**config.mk**
```make
export PLATFORM = sky130hd
export DESIGN_NAME = st13_calc
export DESIGN_NICKNAME = d
export VERILOG_FILES = /design/src/design/st13_pkg.sv /design/src/design/st13_calc.sv
export SDC_FILE = /design/constraint.sdc
export NUM_CORES = 1
export LEC_CHECK = 0
export BUFFER_PORTS_ARGS = -buffer_cell sky130_fd_sc_hd__buf_4
export CELL_PAD_IN_SITES_DETAIL_PLACEMENT = 0
export CELL_PAD_IN_SITES_GLOBAL_PLACEMENT = 1
export CORE_MARGIN = 2
export CORE_UTILIZATION = 47
export DETAILED_ROUTE_END_ITERATION = 7
export GPL_TIMING_DRIVEN = 0
export HOLD_SLACK_MARGIN = 0.03
export PLACE_DENSITY_LB_ADDON = 0.1
export SETUP_SLACK_MARGIN = 0.5
export SYNTH_ARGS = -nofsm -noshare
export SYNTH_HDL_FRONTEND = slang
export SYNTH_SLANG_ARGS = --single-unit
```
**constraint.sdc**
```tcl
create_clock -name clk_i -period 13.35 [get_ports clk_i]
set_clock_uncertainty 0.15 [all_clocks]
set_input_delay 0.6675 -clock clk_i [delete_from_list [all_inputs] [get_ports clk_i]]
set_output_delay 0.6675 -clock clk_i [all_outputs]
set_load 0.01 [all_outputs]
```
**src/design/st13_pkg.sv**
```systemverilog
// shared constants, types and a helper function for the 13-point stencil filter
// no dependencies
package st13_pkg;

  localparam int unsigned SIZE_X = 16;
  localparam int unsigned SIZE_Y = 16;
  localparam int unsigned SIZE_Z = 16;

  localparam int unsigned ROW_LEN   = SIZE_Y;
  localparam int unsigned PLANE_LEN = SIZE_X * SIZE_Y;
  localparam int unsigned VOL_LEN   = PLANE_LEN * SIZE_Z;
  localparam int unsigned LAG       = PLANE_LEN + ROW_LEN + 1;

  localparam int unsigned CNT_W = $clog2(VOL_LEN + 1);
  localparam int unsigned X_W   = $clog2(SIZE_X);
  localparam int unsigned Y_W   = $clog2(SIZE_Y);
  localparam int unsigned Z_W   = $clog2(SIZE_Z);

  // delay lengths inside one plane cell
  localparam int unsigned DLY_ROW   = ROW_LEN;
  localparam int unsigned DLY_ROWM1 = ROW_LEN - 1;
  localparam int unsigned DLY_NEXT  = PLANE_LEN - ROW_LEN - 2;

  localparam int unsigned DATA_W    = 32;
  localparam int unsigned PSUM_W    = DATA_W + 2;
  localparam int unsigned DIV_W     = 40;
  localparam int unsigned DIGIT_W   = 8;
  localparam int unsigned DIV_STEPS = DIV_W / DIGIT_W;
  localparam int unsigned REM_W     = 4;
  localparam int unsigned DIVISOR   = 13;
  localparam int unsigned CTR_WEIGHT_SH_HI = 3;  // 12 = 8 + 4
  localparam int unsigned CTR_WEIGHT_SH_LO = 2;

  // bias of 13 * 2^32 keeps the dividend positive, quotient low word is unchanged
  localparam logic [DIV_W-1:0] DIV_BIAS = DIV_W'(DIVISOR) << DATA_W;

  localparam int unsigned OUT_DEPTH = 16;
  localparam int unsigned OUT_AW    = $clog2(OUT_DEPTH);
  localparam int unsigned OPTR_W    = OUT_AW + 1;
  localparam int unsigned OCNT_W    = $clog2(OUT_DEPTH + 1);

  localparam int unsigned NUM_PLANES = 3;
  localparam int unsigned MID_PLANE  = 1;

  typedef struct packed {
    logic [DATA_W-1:0] up;   // (x+1, y+1)
    logic [DATA_W-1:0] p1;   // (x, y+1)
    logic [DATA_W-1:0] ctr;  // (x, y)
    logic [DATA_W-1:0] m1;   // (x, y-1)
    logic [DATA_W-1:0] dn;   // (x-1, y-1)
  } tap_t;

  typedef struct packed {
    logic valid;
    logic bypass;
    logic last;
  } meta_t;

  typedef struct packed {
    logic              valid;
    logic              last;
    logic [DATA_W-1:0] value;
  } res_t;

  // one radix-256 digit of long division by 13
  function automatic logic [REM_W+DIGIT_W-1:0] div13_digit(input logic [REM_W-1:0] rem_in,
                                                           input logic [DIGIT_W-1:0] din);
    logic [REM_W:0]     t;
    logic [REM_W-1:0]   r;
    logic [DIGIT_W-1:0] q;
    r = rem_in;
    q = '0;
    for (int i = DIGIT_W - 1; i >= 0; i--) begin
      t = {r, din[i]};
      if (t >= (REM_W+1)'(DIVISOR)) begin
        q[i] = 1'b1;
        r    = REM_W'(t - (REM_W+1)'(DIVISOR));
      end else begin
        r = t[REM_W-1:0];
      end
    end
    return {r, q};
  endfunction

endpackage

```
**src/design/st13_calc.sv**
```systemverilog
// weighted sum of the thirteen taps and pipelined floor division by 13
// depends on st13_pkg
module st13_calc (
  input  logic                                           clk_i,
  input  logic                                           rst_ni,
  input  st13_pkg::meta_t                                meta_i,
  input  st13_pkg::tap_t [st13_pkg::NUM_PLANES-1:0]      taps_i,
  output st13_pkg::res_t                                 res_o
);

  typedef struct packed {
    logic                          last;
    logic [st13_pkg::REM_W-1:0]    rem;
    logic [st13_pkg::DIV_W-1:0]    num;
    logic [st13_pkg::DATA_W-1:0]   quo;
  } div_t;

  function automatic logic [st13_pkg::PSUM_W-1:0] sx_psum(input logic [st13_pkg::DATA_W-1:0] v);
    return {{(st13_pkg::PSUM_W - st13_pkg::DATA_W){v[st13_pkg::DATA_W-1]}}, v};
  endfunction

  function automatic logic [st13_pkg::DIV_W-1:0] sx_div(input logic [st13_pkg::PSUM_W-1:0] v);
    return {{(st13_pkg::DIV_W - st13_pkg::PSUM_W){v[st13_pkg::PSUM_W-1]}}, v};
  endfunction

  // stage 1: per-plane sums and weighted center plus bias
  logic [st13_pkg::PSUM_W-1:0] psum_q [st13_pkg::NUM_PLANES];
  logic [st13_pkg::PSUM_W-1:0] psum_d [st13_pkg::NUM_PLANES];
  logic [st13_pkg::DIV_W-1:0]  ctr_x;
  logic [st13_pkg::DIV_W-1:0]  base_d, base_q;
  logic [st13_pkg::DIV_W-1:0]  ctr_q;
  logic                        s1_vld_q, s1_byp_q, s1_last_q;

  always_comb begin
    for (int i = 0; i < st13_pkg::NUM_PLANES; i++) begin
      psum_d[i] = sx_psum(taps_i[i].up) + sx_psum(taps_i[i].p1)
                + sx_psum(taps_i[i].m1) + sx_psum(taps_i[i].dn);
    end
  end

  assign ctr_x  = sx_div(sx_psum(taps_i[st13_pkg::MID_PLANE].ctr));
  assign base_d = (ctr_x << st13_pkg::CTR_WEIGHT_SH_HI) + (ctr_x << st13_pkg::CTR_WEIGHT_SH_LO)
                + st13_pkg::DIV_BIAS;

  always_ff @(posedge clk_i) begin
    for (int i = 0; i < st13_pkg::NUM_PLANES; i++) begin
      psum_q[i] <= psum_d[i];
    end
    base_q    <= base_d;
    ctr_q     <= ctr_x;
    s1_byp_q  <= meta_i.bypass;
    s1_last_q <= meta_i.last;
  end

  always_ff @(posedge clk_i or negedge rst_ni) begin
    if (!rst_ni) begin
      s1_vld_q <= 1'b0;
    end else begin
      s1_vld_q <= meta_i.valid;
    end
  end

  // stage 2: dividend; a face voxel turns into 13*c so the quotient is c itself
  logic [st13_pkg::DIV_W-1:0] nb_sum;
  div_t                       dv_q [st13_pkg::DIV_STEPS+1];
  div_t                       dv_d [st13_pkg::DIV_STEPS+1];
  logic [st13_pkg::DIV_STEPS:0] dvld_q;

  assign nb_sum = sx_div(psum_q[0]) + sx_div(psum_q[1]) + sx_div(psum_q[2]);

  always_comb begin
    dv_d[0].last = s1_last_q;
    dv_d[0].rem  = '0;
    dv_d[0].num  = base_q + (s1_byp_q ? ctr_q : nb_sum);
    dv_d[0].quo  = '0;
  end

  // stages 3 and on: one quotient digit per stage, most significant first
  for (genvar j = 0; j < st13_pkg::DIV_STEPS; j++) begin : g_div
    logic [st13_pkg::REM_W+st13_pkg::DIGIT_W-1:0] dig;
    assign dig = st13_pkg::div13_digit(dv_q[j].rem,
                   dv_q[j].num[st13_pkg::DIV_W-1 -: st13_pkg::DIGIT_W]);
    always_comb begin
      dv_d[j+1].last = dv_q[j].last;
      dv_d[j+1].rem  = dig[st13_pkg::REM_W+st13_pkg::DIGIT_W-1 -: st13_pkg::REM_W];
      dv_d[j+1].num  = dv_q[j].num << st13_pkg::DIGIT_W;
      dv_d[j+1].quo  = {dv_q[j].quo[st13_pkg::DATA_W-st13_pkg::DIGIT_W-1:0],
                        dig[st13_pkg::DIGIT_W-1:0]};
    end
  end

  always_ff @(posedge clk_i) begin
    for (int j = 0; j <= st13_pkg::DIV_STEPS; j++) begin
      dv_q[j] <= dv_d[j];
    end
  end

  always_ff @(posedge clk_i or negedge rst_ni) begin
    if (!rst_ni) begin
      dvld_q <= '0;
    end else begin
      dvld_q <= {dvld_q[st13_pkg::DIV_STEPS-1:0], s1_vld_q};
    end
  end

  assign res_o.valid = dvld_q[st13_pkg::DIV_STEPS];
  assign res_o.last  = dv_q[st13_pkg::DIV_STEPS].last;
  assign res_o.value = dv_q[st13_pkg::DIV_STEPS].quo;

endmodule

```
==> results.md <==
* Status: finished, final reports clean
* Total GRT Usage at 0.243
* DP HPWL at 64200 um
* Minimum clock period at around 7100 ps
* Crit end category: flip-flop
* Worst rel slew slack at 0.342
* Seq/Total Area, Yosys at 0.284
* Largest net degree at the start of global routing at 16
* DR top layer: met5
* Synth top cells by count: 392 x dfxtp_1, 252 x ha_1, 233 x fa_1, 185 x nor2_1, 184 x a21oi_1
* Met3 wire length at between 3000 and 4000 um
* Nets at 4385
* DR WL met2 at between 30000 and 40000 um
* Post-Route M1 WL at ~32000 um
* Area contributors post-synth: dfxtp_1 28%, fa_1 17%, ha_1 11%
* #FFs+latches synth at 399
* Hold WC Path Type: in -> reg
* Ys async rst share at 0.0175
* Sink Count at ~400
* CTS buffer count at 43
* DRT Wirelength at around 76000 um
* PortBufs at 454
* DR vias at between 20000 and 25000
* Clk buf depth at 3
* Yosys warns at 0
* Synthesized area per cell at between 9 and 10 sq um
* Most common cell in the netlist: dfxtp_1
* Worst EP required at between 10000 and 15000 ps
* Slowest CP cell: o311ai_0
* Num ports at between 500 and 600
* Synth Instances at a little under 3000
* Die area at between 60000 and 70000 sq um
* Critical Path AT at 7420 ps
* Initial antenna violation count at 4
* Filler cells at 5080
* Die Height at ~250 um
* Final hold viol count at 0
* Max Clk Rate at about 0.14 GHz
* Initial core utilization at 0.477
* Final setup fails at 0
* Clock root buffer: clkbuf_16
* Largest area contributor in the netlist: dfxtp_1
* Worst-path maximum fanout at 4
* Drt via density at 5.53
* Cell area after synthesis at 28200 sq um
* CP peak stage delay at ~520 ps
* Vias in the first global route at about 24000
* WL per Instance at between 15 and 20 um
* Placed cells at approximately 4000
* Fin. max-slew vios at 0
* CTS tree: built
* Width of the die at 249 um
* Total congestion overflow at 0
* Routed Antenna Nets at 0
* Worst-Margin Slew at a little under 1000 ps
* Drt pass-1 iters at 5
* Top cell type's share of synthesized area at 0.278
* Mapped Nets at between 3000 and 4000
* Area growth syn-to-layout at 22.1%
* Post-synth cell types at between 100 and 150
* Routability Congestion at roughly 0.92
* Unrepaired setup endpoints after global routing: no
* Core Area at 59100 sq um
* Layout cells sized above 1 at 0.193
* Worst-path clk slew at 60 ps
* First-pass GRT wire length at approximately 120000 um
* # rows at roughly 90
* Primary FF master, synth: dfxtp_1
* Post-Layout Cell Count at between 4000 and 5000
* Post-synth EDFFs at 0
* H-Tree Depth at 2
* Worst Setup Path Type: reg -> reg
* Crit share post-route at 0.533
* Most frequent CP cell: a21oi_1
* Setup TNS at 0 ps
* Iter 0 DRT Violations at between 1000 and 1500
* Worst setup SP type: flip-flop
* DR DRC count at 0
* Worst skew pair latency at 590 ps
* Number of max-cap violations at 0
* Flop2flop setup slack at approximately 6200 ps
sequential cells by signal, summed over array words and instances (netlist names):
name,cells
s1_byp_q,1
psum_q,102
ctr_q,32
s1_vld_q,1
dv_q,222
s1_last_q,1
base_q,34
dvld_q,6
routing by layer:
| layer | up-vias | GRT usage |
|---|---|---|
| li1 | 11500 | - |
| met1 | 11100 | 0.287 |
| met2 | 605 | 0.458 |
| met3 | 110 | 0.0336 |
| met4 | 4 | 0.0667 |
| met5 | - | 0 |
area by class of cell:
type / instances / area (sq um) / area share
Clock inverter: 27 / 442 / 0.0128
Clock buffer: 52 / 1140 / 0.0331
Antenna cell: 2 / 5.00 / 0.000145
Sequential cell: 399 / 8020 / 0.233
Buffer: 65 / 335 / 0.00974
Timing Repair Buffer: 481 / 3680 / 0.107
Tap cell: 773 / 967 / 0.0281
Inverter: 135 / 509 / 0.0148
Multi-Input combinational cell: 2290 / 19300 / 0.562
stage by stage:
step | cell area [sq um] | worst slack [ps] | hold slack (ps) | util
2_1_floorplan | 28200 | 7290 | 160 | -
3_5_place_dp | 32600 | 6210 | 162 | 0.551
6_report | 34400 | 6230 | 68.7 | 0.583
5_1_grt | 34400 | 5610 | 42.9 | 0.582
4_1_cts | 34400 | 6160 | 30.8 | 0.582
3_3_place_gp | 32600 | 6310 | 160 | 0.551
worst max-delay path, delay by kind of cell, from the launching register on:
kind                       cells  cell delay, ps
DFF                            1             320
and+or+nand+nor                4             440
adders and majority gates      4            1450
xor gates and xnor gates       2             270
AOI/OAI and AO/OA             20            4330
cell families after synthesis:
group           share of synthesized area
simple gates                        0.129
mux                                0.0150
buf+inv                            0.0299
compound gates                      0.202
fa+ha+maj                           0.278
flops                               0.284
xor+xnor                           0.0612
cell usage in the layout, fill, tap and decap left out, types with 20 or more instances in the layout:
cell type,instances
dlygate4sd3_1,27
xor2_1,61
nand2_1,157
or2_2,23
buf_4,457
inv_1,130
a21o_1,60
a21oi_1,184
o21a_1,35
ha_1,252
a211oi_1,24
o21ai_0,156
clkbuf_16,43
nand2b_1,27
nor2b_1,40
nor2_1,185
clkbuf_1,43
dfxtp_1,392
nor3_1,103
nand3_1,70
o21bai_1,36
a31oi_1,20
and3_1,26
fa_1,233
xnor2_1,136
o211ai_1,42
path summary, 6_finish.rpt:
check	from	endpoint	depth (start not counted)
max	psum_q[0][1]$_DFF_P_	dv_q[0][69]$_DFF_P_	30
min	taps_i[253]	ctr_q[29]$_DFF_P_	1
max reg2reg	psum_q[0][1]$_DFF_P_	dv_q[0][69]$_DFF_P_	30
min reg2reg	dv_q[2][54]$_DFF_P_	dv_q[3][62]$_DFF_P_	0
max in group asynchronous	rst_ni	dvld_q[2]$_DFF_PN0_	2
min in group asynchronous	rst_ni	dvld_q[0]$_DFF_PN0_	2
repair_timing:
action,in CTS,in global routing
hold endpoints to repair,33,0
resized for setup,0,0
buffers inserted,0,0
hold buffers,27,0
Power is not shown: default switching activity piles up to over one toggle a cycle in this logic, so the estimate is an artifact.
